--- src/rtl/tlg_pkg.sv ---
package tlg_pkg;

  // position and trig formats
  localparam int POS_WIDTH      = 16;
  localparam int TRIG_FRAC_BITS = 15;
  localparam int TRIG_W         = TRIG_FRAC_BITS + 2;   // signed, spans -2^F..2^F
  localparam int DIST_W         = 17;                   // signed distance, negation exact
  localparam int HEAD_W         = 9;
  localparam int CENTER_W       = 15;
  localparam int CFG_IDX_W      = 2;
  localparam int CFG_DATA_W     = CENTER_W;

  localparam logic [HEAD_W-1:0]   DEG_QUARTER = HEAD_W'(90);
  localparam logic [HEAD_W-1:0]   DEG_HALF    = HEAD_W'(180);
  localparam logic [HEAD_W-1:0]   DEG_3QUART  = HEAD_W'(270);
  localparam logic [HEAD_W-1:0]   DEG_FULL    = HEAD_W'(360);

  localparam logic [CENTER_W-1:0] CENTER_X_RST = CENTER_W'(320);
  localparam logic [CENTER_W-1:0] CENTER_Y_RST = CENTER_W'(240);

  // pi in Q2.30
  localparam longint PI_Q30 = 64'sd3373259426;

  typedef enum logic [3:0] {
    OP_FWD       = 4'd0,
    OP_BACK      = 4'd1,
    OP_TURN_PLUS = 4'd2,
    OP_TURN_MIN  = 4'd3,
    OP_PEN_UP    = 4'd4,
    OP_PEN_DOWN  = 4'd5,
    OP_SET_RED   = 4'd6,
    OP_SET_GREEN = 4'd7,
    OP_SET_BLUE  = 4'd8,
    OP_RESTART   = 4'd9
  } tlg_op_t;

  typedef enum logic [CFG_IDX_W-1:0] {
    REG_CENTER_X = 2'd0,
    REG_CENTER_Y = 2'd1
  } tlg_reg_t;

  typedef struct packed {
    logic [3:0]         op;
    logic signed [15:0] value;
  } tlg_in_t;

  typedef struct packed {
    logic signed [15:0] from_x;
    logic signed [15:0] from_y;
    logic signed [15:0] to_x;
    logic signed [15:0] to_y;
    logic [7:0]         seg_red;
    logic [7:0]         seg_green;
    logic [7:0]         seg_blue;
  } tlg_out_t;

  typedef logic [TRIG_FRAC_BITS:0] sin_tab_t [0:90];
  typedef logic [HEAD_W-1:0]       mod_tab_t [0:255];

  // quarter-wave sine table, series evaluation in Q30 then rounded to F bits
  function automatic sin_tab_t build_sin_tab();
    sin_tab_t tab;
    longint   x;
    longint   x2;
    longint   term;
    longint   sum;
    for (int k = 0; k <= 90; k++) begin
      x    = (longint'(k) * PI_Q30 + 64'sd90) / 180;
      x2   = (x * x) >>> 30;
      term = x;
      sum  = x;
      for (int n = 1; n <= 9; n++) begin
        term = (term * x2) >>> 30;
        case (n)
          1:       term = term / 6;
          2:       term = term / 20;
          3:       term = term / 42;
          4:       term = term / 72;
          5:       term = term / 110;
          6:       term = term / 156;
          7:       term = term / 210;
          8:       term = term / 272;
          default: term = term / 342;
        endcase
        if (n % 2 == 1) sum = sum - term;
        else            sum = sum + term;
      end
      if (sum < 0) sum = 0;
      tab[k] = (TRIG_FRAC_BITS+1)'((sum + (64'sd1 <<< (29 - TRIG_FRAC_BITS)))
                                   >>> (30 - TRIG_FRAC_BITS));
    end
    return tab;
  endfunction

  // (hi * 256) mod 360 for the signed high byte of a turn angle
  function automatic mod_tab_t build_mod_tab();
    mod_tab_t tab;
    int       hi;
    int       m;
    for (int k = 0; k < 256; k++) begin
      hi = (k >= 128) ? k - 256 : k;
      m  = (hi * 256) % 360;
      if (m < 0) m = m + 360;
      tab[k] = HEAD_W'(m);
    end
    return tab;
  endfunction

  localparam sin_tab_t SIN_TAB = build_sin_tab();
  localparam mod_tab_t MOD_TAB = build_mod_tab();

  // sine of a heading in 0..359 by quadrant symmetry
  function automatic logic signed [TRIG_W-1:0] sin_deg(input logic [HEAD_W-1:0] h);
    logic [1:0]              q;
    logic [HEAD_W-1:0]       r;
    logic [6:0]              idx;
    logic [TRIG_W-1:0]       mag;
    if (h >= DEG_3QUART) begin
      q = 2'd3; r = h - DEG_3QUART;
    end else if (h >= DEG_HALF) begin
      q = 2'd2; r = h - DEG_HALF;
    end else if (h >= DEG_QUARTER) begin
      q = 2'd1; r = h - DEG_QUARTER;
    end else begin
      q = 2'd0; r = h;
    end
    idx = q[0] ? 7'(DEG_QUARTER - r) : r[6:0];
    mag = {1'b0, SIN_TAB[idx]};
    return q[1] ? -signed'(mag) : signed'(mag);
  endfunction

endpackage

--- src/rtl/tlg_trig.sv ---
module tlg_trig
  import tlg_pkg::*;
(
  input  logic [HEAD_W-1:0]        heading,
  output logic signed [TRIG_W-1:0] cos_val,
  output logic signed [TRIG_W-1:0] sin_val
);

  logic [HEAD_W:0]   h90_sum;
  logic [HEAD_W-1:0] h90;

  // cos(h) = sin(h + 90), wrapped into 0..359
  assign h90_sum = {1'b0, heading} + {1'b0, DEG_QUARTER};
  assign h90     = (h90_sum >= {1'b0, DEG_FULL}) ? HEAD_W'(h90_sum - {1'b0, DEG_FULL})
                                                  : h90_sum[HEAD_W-1:0];

  assign cos_val = sin_deg(h90);
  assign sin_val = sin_deg(heading);

endmodule

--- src/rtl/tlg_turn.sv ---
module tlg_turn
  import tlg_pkg::*;
(
  input  logic [HEAD_W-1:0] heading,
  input  logic signed [15:0] angle,
  input  logic              minus,
  output logic [HEAD_W-1:0] heading_nxt
);

  logic [HEAD_W:0]   part_sum;
  logic [HEAD_W-1:0] ang_mod;
  logic [HEAD_W:0]   plus_sum;

  // angle mod 360: high byte by table, low byte added, one correction
  assign part_sum = {1'b0, MOD_TAB[angle[15:8]]} + {2'b0, angle[7:0]};
  assign ang_mod  = (part_sum >= {1'b0, DEG_FULL}) ? HEAD_W'(part_sum - {1'b0, DEG_FULL})
                                                    : part_sum[HEAD_W-1:0];

  assign plus_sum = {1'b0, heading} + {1'b0, ang_mod};

  always_comb begin
    if (minus) begin
      heading_nxt = (heading >= ang_mod) ? heading - ang_mod
                                         : HEAD_W'(heading + DEG_FULL - ang_mod);
    end else begin
      heading_nxt = (plus_sum >= {1'b0, DEG_FULL}) ? HEAD_W'(plus_sum - {1'b0, DEG_FULL})
                                                    : plus_sum[HEAD_W-1:0];
    end
  end

endmodule

--- src/rtl/tlg_step.sv ---
module tlg_step
  import tlg_pkg::*;
(
  input  logic [POS_WIDTH-1:0]     pos_in,
  input  logic signed [DIST_W-1:0] travel,
  input  logic signed [TRIG_W-1:0] trig,
  output logic [POS_WIDTH-1:0]     pos_out
);

  localparam int PROD_W = DIST_W + TRIG_W;
  localparam int ACC_W  = POS_WIDTH + TRIG_FRAC_BITS + PROD_W + 1;

  logic signed [PROD_W-1:0] prod;
  logic signed [ACC_W-1:0]  pos_ext;
  logic signed [ACC_W-1:0]  acc;
  logic signed [ACC_W-1:0]  quo;
  logic                     round_up;
  logic signed [ACC_W-1:0]  quo_adj;

  assign prod    = travel * trig;
  assign pos_ext = ACC_W'(signed'(pos_in));
  assign acc     = (pos_ext <<< TRIG_FRAC_BITS) + ACC_W'(prod);

  // arithmetic shift floors; bump negative inexact results toward zero
  assign quo      = acc >>> TRIG_FRAC_BITS;
  assign round_up = acc[ACC_W-1] && (|acc[TRIG_FRAC_BITS-1:0]);
  assign quo_adj  = quo + ACC_W'({1'b0, round_up});
  assign pos_out  = quo_adj[POS_WIDTH-1:0];

endmodule

--- src/rtl/turtle_line_generator_core.sv ---
// turtle line generator: executes turtle drawing commands, one per transaction
//
// input channel (in_valid / in_ready / in_data): one command per transaction,
//   op selects move forward/back, turn, pen up/down, colour set or restart
// result channel (out_valid / out_ready / out_data): one line segment for every
//   move made with the pen down, nothing for any other command
// config port (cfg_we / cfg_index / cfg_wdata): start position centre_x/centre_y,
//   takes effect at the next restart command; reset restores (320, 240)
//
// execution: a command accepted into the input register is executed from there,
//   and its segment is written into the result register
// throughput: one command per cycle while the result register is free or draining,
//   set by the single execute stage that updates position, heading, pen and colour
// stalls: while out_ready is low and a segment is held, the execute stage waits
//   and the input register fills, then in_ready drops; no transaction is lost
// reset: position goes to the reset centre (320, 240), heading zero, pen down,
//   colour black, both channels empty
module turtle_line_generator_core
  import tlg_pkg::*;
(
  input  logic                  clk,
  input  logic                  rst_n,

  input  logic                  in_valid,
  output logic                  in_ready,
  input  tlg_in_t               in_data,

  output logic                  out_valid,
  input  logic                  out_ready,
  output tlg_out_t              out_data,

  input  logic                  cfg_we,
  input  logic [CFG_IDX_W-1:0]  cfg_index,
  input  logic [CFG_DATA_W-1:0] cfg_wdata
);

  // input register
  logic    s1_valid_r, s1_valid_nxt;
  tlg_in_t s1_item_r;

  // result register
  logic     out_valid_r, out_valid_nxt;
  tlg_out_t out_item_r, out_item_nxt;

  // turtle state
  logic [POS_WIDTH-1:0] pos_x_r, pos_x_nxt;
  logic [POS_WIDTH-1:0] pos_y_r, pos_y_nxt;
  logic [HEAD_W-1:0]    heading_r, heading_nxt;
  logic                 pen_down_r, pen_down_nxt;
  logic [7:0]           red_r, red_nxt;
  logic [7:0]           green_r, green_nxt;
  logic [7:0]           blue_r, blue_nxt;

  // configuration
  logic [CENTER_W-1:0]  center_x_r, center_y_r;

  logic                     exec_fire;
  logic                     emit;
  logic signed [DIST_W-1:0] value_ext;
  logic signed [DIST_W-1:0] travel;
  logic signed [TRIG_W-1:0] cos_val, sin_val;
  logic [POS_WIDTH-1:0]     move_x, move_y;
  logic [HEAD_W-1:0]        turn_heading;

  // execute when a command waits and the result register is free or draining
  assign exec_fire = s1_valid_r && (!out_valid_r || out_ready);
  assign in_ready  = !s1_valid_r || exec_fire;

  // back moves negate the distance at full width so the most negative value is exact
  assign value_ext = DIST_W'(s1_item_r.value);
  assign travel    = (s1_item_r.op == OP_BACK) ? -value_ext : value_ext;

  tlg_trig u_trig (
    .heading (heading_r),
    .cos_val (cos_val),
    .sin_val (sin_val)
  );

  tlg_step u_step_x (
    .pos_in  (pos_x_r),
    .travel  (travel),
    .trig    (cos_val),
    .pos_out (move_x)
  );

  tlg_step u_step_y (
    .pos_in  (pos_y_r),
    .travel  (travel),
    .trig    (sin_val),
    .pos_out (move_y)
  );

  tlg_turn u_turn (
    .heading     (heading_r),
    .angle       (s1_item_r.value),
    .minus       (s1_item_r.op == OP_TURN_MIN),
    .heading_nxt (turn_heading)
  );

  // command decode and state update
  always_comb begin
    pos_x_nxt    = pos_x_r;
    pos_y_nxt    = pos_y_r;
    heading_nxt  = heading_r;
    pen_down_nxt = pen_down_r;
    red_nxt      = red_r;
    green_nxt    = green_r;
    blue_nxt     = blue_r;
    emit         = 1'b0;
    if (exec_fire) begin
      unique case (s1_item_r.op)
        OP_FWD, OP_BACK: begin
          pos_x_nxt = move_x;
          pos_y_nxt = move_y;
          emit      = pen_down_r;
        end
        OP_TURN_PLUS, OP_TURN_MIN: heading_nxt  = turn_heading;
        OP_PEN_UP:                 pen_down_nxt = 1'b0;
        OP_PEN_DOWN:               pen_down_nxt = 1'b1;
        OP_SET_RED:                red_nxt      = s1_item_r.value[7:0];
        OP_SET_GREEN:              green_nxt    = s1_item_r.value[7:0];
        OP_SET_BLUE:               blue_nxt     = s1_item_r.value[7:0];
        OP_RESTART: begin
          pos_x_nxt    = POS_WIDTH'(center_x_r);
          pos_y_nxt    = POS_WIDTH'(center_y_r);
          heading_nxt  = '0;
          pen_down_nxt = 1'b1;
          red_nxt      = '0;
          green_nxt    = '0;
          blue_nxt     = '0;
        end
        default: ;  // unused opcodes are no-ops
      endcase
    end
  end

  // segment payload, taken from the state before the move
  always_comb begin
    out_item_nxt.from_x    = 16'(pos_x_r);
    out_item_nxt.from_y    = 16'(pos_y_r);
    out_item_nxt.to_x      = 16'(move_x);
    out_item_nxt.to_y      = 16'(move_y);
    out_item_nxt.seg_red   = red_r;
    out_item_nxt.seg_green = green_r;
    out_item_nxt.seg_blue  = blue_r;
  end

  always_comb begin
    if (emit)           out_valid_nxt = 1'b1;
    else if (out_ready) out_valid_nxt = 1'b0;
    else                out_valid_nxt = out_valid_r;
  end

  assign s1_valid_nxt = in_ready ? in_valid : s1_valid_r;

  // control and architectural state
  always_ff @(posedge clk) begin
    if (!rst_n) begin
      s1_valid_r  <= 1'b0;
      out_valid_r <= 1'b0;
      pos_x_r     <= POS_WIDTH'(CENTER_X_RST);
      pos_y_r     <= POS_WIDTH'(CENTER_Y_RST);
      heading_r   <= '0;
      pen_down_r  <= 1'b1;
      red_r       <= '0;
      green_r     <= '0;
      blue_r      <= '0;
      center_x_r  <= CENTER_X_RST;
      center_y_r  <= CENTER_Y_RST;
    end else begin
      s1_valid_r  <= s1_valid_nxt;
      out_valid_r <= out_valid_nxt;
      pos_x_r     <= pos_x_nxt;
      pos_y_r     <= pos_y_nxt;
      heading_r   <= heading_nxt;
      pen_down_r  <= pen_down_nxt;
      red_r       <= red_nxt;
      green_r     <= green_nxt;
      blue_r      <= blue_nxt;
      if (cfg_we) begin
        unique case (cfg_index)
          REG_CENTER_X: center_x_r <= cfg_wdata;
          REG_CENTER_Y: center_y_r <= cfg_wdata;
          default: ;  // writes beyond the register list are dropped
        endcase
      end
    end
  end

  // payload registers, no reset needed
  always_ff @(posedge clk) begin
    if (in_valid && in_ready) begin
      s1_item_r <= in_data;
    end
    if (emit) begin
      out_item_r <= out_item_nxt;
    end
  end

  assign out_valid = out_valid_r;
  assign out_data  = out_item_r;

  // heading always kept in 0..359
  a_heading_range: assert property (@(posedge clk) disable iff (!rst_n)
    heading_r < DEG_FULL)
    else $error("heading out of range");

  // a segment only appears after the execute stage has fired
  a_out_from_exec: assert property (@(posedge clk) disable iff (!rst_n)
    $rose(out_valid) |-> $past(exec_fire))
    else $error("result appeared without an executed command");

  // a command that draws nothing must not leave a segment behind once drained
  a_no_phantom: assert property (@(posedge clk) disable iff (!rst_n)
    exec_fire && !emit && out_ready |=> !out_valid)
    else $error("segment emitted for a non-drawing command");

endmodule

--- config.mk ---
export PLATFORM = sky130hd
export DESIGN_NAME = turtle_line_generator_core
export DESIGN_NICKNAME = d
export VERILOG_FILES = /design/src/rtl/tlg_pkg.sv /design/src/rtl/tlg_trig.sv /design/src/rtl/tlg_turn.sv /design/src/rtl/tlg_step.sv /design/src/rtl/turtle_line_generator_core.sv
export SDC_FILE = /design/constraint.sdc
export NUM_CORES = 2
export LEC_CHECK = 0
export BUFFER_PORTS_ARGS = -buffer_cell sky130_fd_sc_hd__buf_2
export CORE_AREA = 3 3 296 298
export CTS_CLUSTER_DIAMETER = 60
export DETAILED_ROUTE_END_ITERATION = 8
export DIE_AREA = 0 0 299 301
export HOLD_SLACK_MARGIN = 0.02
export PLACE_DENSITY = 0.68
export SETUP_SLACK_MARGIN = 0.15
export SYNTH_ARGS = -nofsm -noshare
export SYNTH_HDL_FRONTEND = slang
export SYNTH_SLANG_ARGS = --single-unit
--- constraint.sdc ---
create_clock -name clk -period 19.17 [get_ports clk]
set_input_delay 3.834 -clock clk [delete_from_list [all_inputs] [get_ports clk]]
set_output_delay 3.834 -clock clk [all_outputs]
set_load 0.02 [all_outputs]
==> run_results.csv <==
group,metric,value,unit
run_status,status,"completed",
yosys,ys.flop_type,"edfxtp_1",
place,io_buffer_count,131,
yosys,muxShareOfSynthArea,1.540,%
min_path,hp-class,"reg2reg",
worst_setup_path,path_max_fanout,48,
routing,drt-wirelength-per-cell,19.73,um
clock_tree,cts_setup_buffers,0,
yosys,synth_compound_area_share,14.85,%
worst_setup_path,start_kind,"flip-flop",
timing,tns,0,ps
yosys,ys.warnings.count,0,
worst_setup_path,critical_path.max_stage_delay,730,ps
clock_tree,clock_path_buffers,3,
timing,hold_violations,0,
die,die_area,90000,um2
finish,n_antenna_cell,0,
yosys,postSynthCellCount,5043,
timing,grt_setup_unrepaired,"false",
timing,slew_viol_final,0,
routing,route.detailed.drc,0,
yosys,synthDistinctLibCells,114,
finish,fin_area,45130,um2
grt,antenna_found_initial,2,
timing,post-route-period-util,91.07,%
yosys,syn-mean-instance-area,8.425,um2
die,core,85150,um2
routing,first_iter_violations,3216,
timing,max_freq,57.28,MHz
timing,fin_crit,17460,ps
yosys,synthSimpleGateAreaFrac,16.29,%
clock_tree,htreeDepth,1,
timing,skew,18.12,ps
finish,area_delta_synth_final,6.226,%
timing,relSlewSlack,17.62,%
clock_tree,root_buffer,"clkbuf_16",
yosys,synth_xor_area_share,4.665,%
grt,grt_overflow,0,
clock_tree,insertion_delay,550,ps
yosys,synth_area_leaders,"fa_1 31%, ha_1 8.8%, edfxtp_1 7.6%, inv_1 7.4%, nand2_1 5.8%",
timing,whs,429.9,ps
yosys,synth_top_family_by_area,"adder cells",
die,die_h,301,um
yosys,synth_top_area_cell,"fa_1",
grt,grt_pass1_wl,197.5,mm
die,initial_core_util,49.90,%
grt,track_usage,27.34,%
timing,max_slew.worst_pin.slew,1232,ps
clock_tree,cts_tree,"built",
routing,wl,122.0,mm
worst_setup_path,crit_arrival,17910,ps
finish,drive_gt1_share,7.720,%
yosys,synth_edf_count,108,
clock_tree,ctsResizeCount,0,
yosys,synth_nets,6048,
place,hpwl,95.06,mm
yosys,synth_seq_cells,206,
clock_tree,cts_buffers,22,
finish,nNetsFinal,6028,
worst_setup_path,critPathKind,"reg2reg",
yosys,synth_fa_ha_area_share,40.10,%
yosys,yosysTopAreaCellShare,31.24,%
clock_tree,numClockSinks,206,
die,die_w,299,um
place,dpl_cell_area,44390,um2
grt,grt_max_degree,93,
yosys,async_flop_share,0,%
routing,vias_per_cell,5.768,
routing,vias,35660,
worst_setup_path,endpoint_kind,"flip-flop",
yosys,ys_seq_area_share,12.25,%
routing,detail-route-antenna-nets,0,
run,drv_cap,0,
routing,first_pass_iters,7,
grt,grt_pass1_vias,35780,
timing,setup_viol,0,
worst_setup_path,cp_data_required_time,19620,ps
clock_tree,cts_hold_buf,0,
finish,utilization,53.00,%
die,top_level_ports,132,
die,row_count,107,
worst_setup_path,path_common_cell,"fa_1",
clock_tree,path_clk_slew,70,ps
place,gp_congestion,0.9701,
worst_setup_path,timing.critical_path.slowest_stage_cell,"xnor2_2",
yosys,netlist_area,42490,um2
==> Yosys cell counts, types with 11 or more instances <==
library cell and number:
a2111oi_0 15, a211oi_1 51, a21boi_0 44, a21o_1 41, a21oi_1 214, a221oi_1 14, a311oi_1 19, a31oi_1 48
and2_1 121, and3_1 22, buf_1 16, buf_2 60, clkbuf_1 186, dfxtp_1 98, edfxtp_1 108, fa_1 663
ha_1 300, inv_1 834, mux2i_1 38, nand2_1 660, nand2b_1 35, nand3_1 88, nand4_1 11, nor2_1 421
nor2b_1 22, nor3_1 73, nor3b_1 13, o211ai_1 55, o21a_1 11, o21ai_0 201, o21bai_1 19, o221ai_1 12
o22ai_1 16, o311ai_0 16, o31ai_1 18, or3_1 21, xnor2_1 142, xor2_1 62
==> final cells by class <==
| cell class | count | area [um2] |
|---|---|---|
| clock inverter | 13 | 132.6 |
| clock buffer | 27 | 610.6 |
| fill | 8063 | 40020 |
| timing repair buffer | 235 | 1436 |
| tap | 1144 | 1431 |
| sequential | 206 | 5206 |
| inverter | 844 | 3169 |
| multi-input combinational | 3714 | 33140 |
==> cells in the final DEF (no fill, tap or decap), types with 13 or more instances in the layout <==
master     count
a2111oi_0     14
nor2_1       419
a311oi_1      19
clkbuf_16     23
nor3_1        73
fa_1         663
o211ai_1      55
buf_2        131
dfxtp_1       97
nand2_1      659
nand3_1       88
ha_1         299
nor3b_1       13
edfxtp_1     108
or3_1         21
and2_1       120
a21oi_1      214
o21bai_1      19
a21o_1        41
o31ai_1       18
o311ai_0      16
xnor2_1      125
and3_1        22
a31oi_1       47
xor2_1        55
a211oi_1      51
nand2b_1      35
mux2i_1       38
a221oi_1      14
o22ai_1       16
inv_1        833
nor2b_1       22
o21ai_0      200
xnor2_2       25
a21boi_0      44
buf_4        104
==> worst max-delay path: cells and delay by family (launching register included) <==
kind            cells  cell delay, ps
compound gates     20            4840
xor+xnor            6            1910
fa+ha+maj          11            4710
buf+inv             6            1420
flops               1             580
mux                 3             710
simple gates       19            3170
==> layer usage <==
metal | share of wire [%] | track usage [%] | up-vias
met5 | 0.022 | 0 | -
met2 | 47 | 44.71 | 1529
met3 | 8.1 | 4.203 | 214
li1 | - | - | 16320
met1 | 42 | 37.82 | 17600
met4 | 3.0 | 7.724 | 4
==> registers in the layout (all words and copies together) (netlist names) <==
register	flops
blue_r	8
center_x_r	15
center_y_r	15
green_r	8
heading_r	9
out_data	88
out_valid	1
pen_down_r	1
pos_x_r	16
pos_y_r	16
red_r	8
s1_item_r	20
s1_valid_r	1
==> worst paths after layout <==
path / from / to / slack [ps] / depth (start not counted)
worst max register to register: heading_r[2] / pos_x_r[15] / 1710 / 65
worst max-delay path: heading_r[2] / pos_x_r[15] / 1710 / 65
worst min-delay path: pos_x_r[0] / out_data[72] / 430 / 0
worst min register to register: pos_x_r[0] / out_data[72] / 430 / 0
==> per-stage QoR <==
step	cells	setup slack, ps
2_1_floorplan	5043	3951
3_3_place_gp	6143	2309
3_5_place_dp	6143	1812
4_1_cts	6183	1671
5_1_grt	6183	365.9
6_report	6183	1712
==> cells by family after synthesis <==
group,count (synthesis)
AND/OR/NAND/NOR,1547
flip-flops,206
XOR/XNOR,216
AO/OA/AOI/OAI,933
adder cells (fa/ha/maj),964
buffers and inverters,1123
multiplexers,54
Power is left out: the tool's default activity adds up to more than one toggle a clock period on the data nets, which glitch-free logic cannot reach.
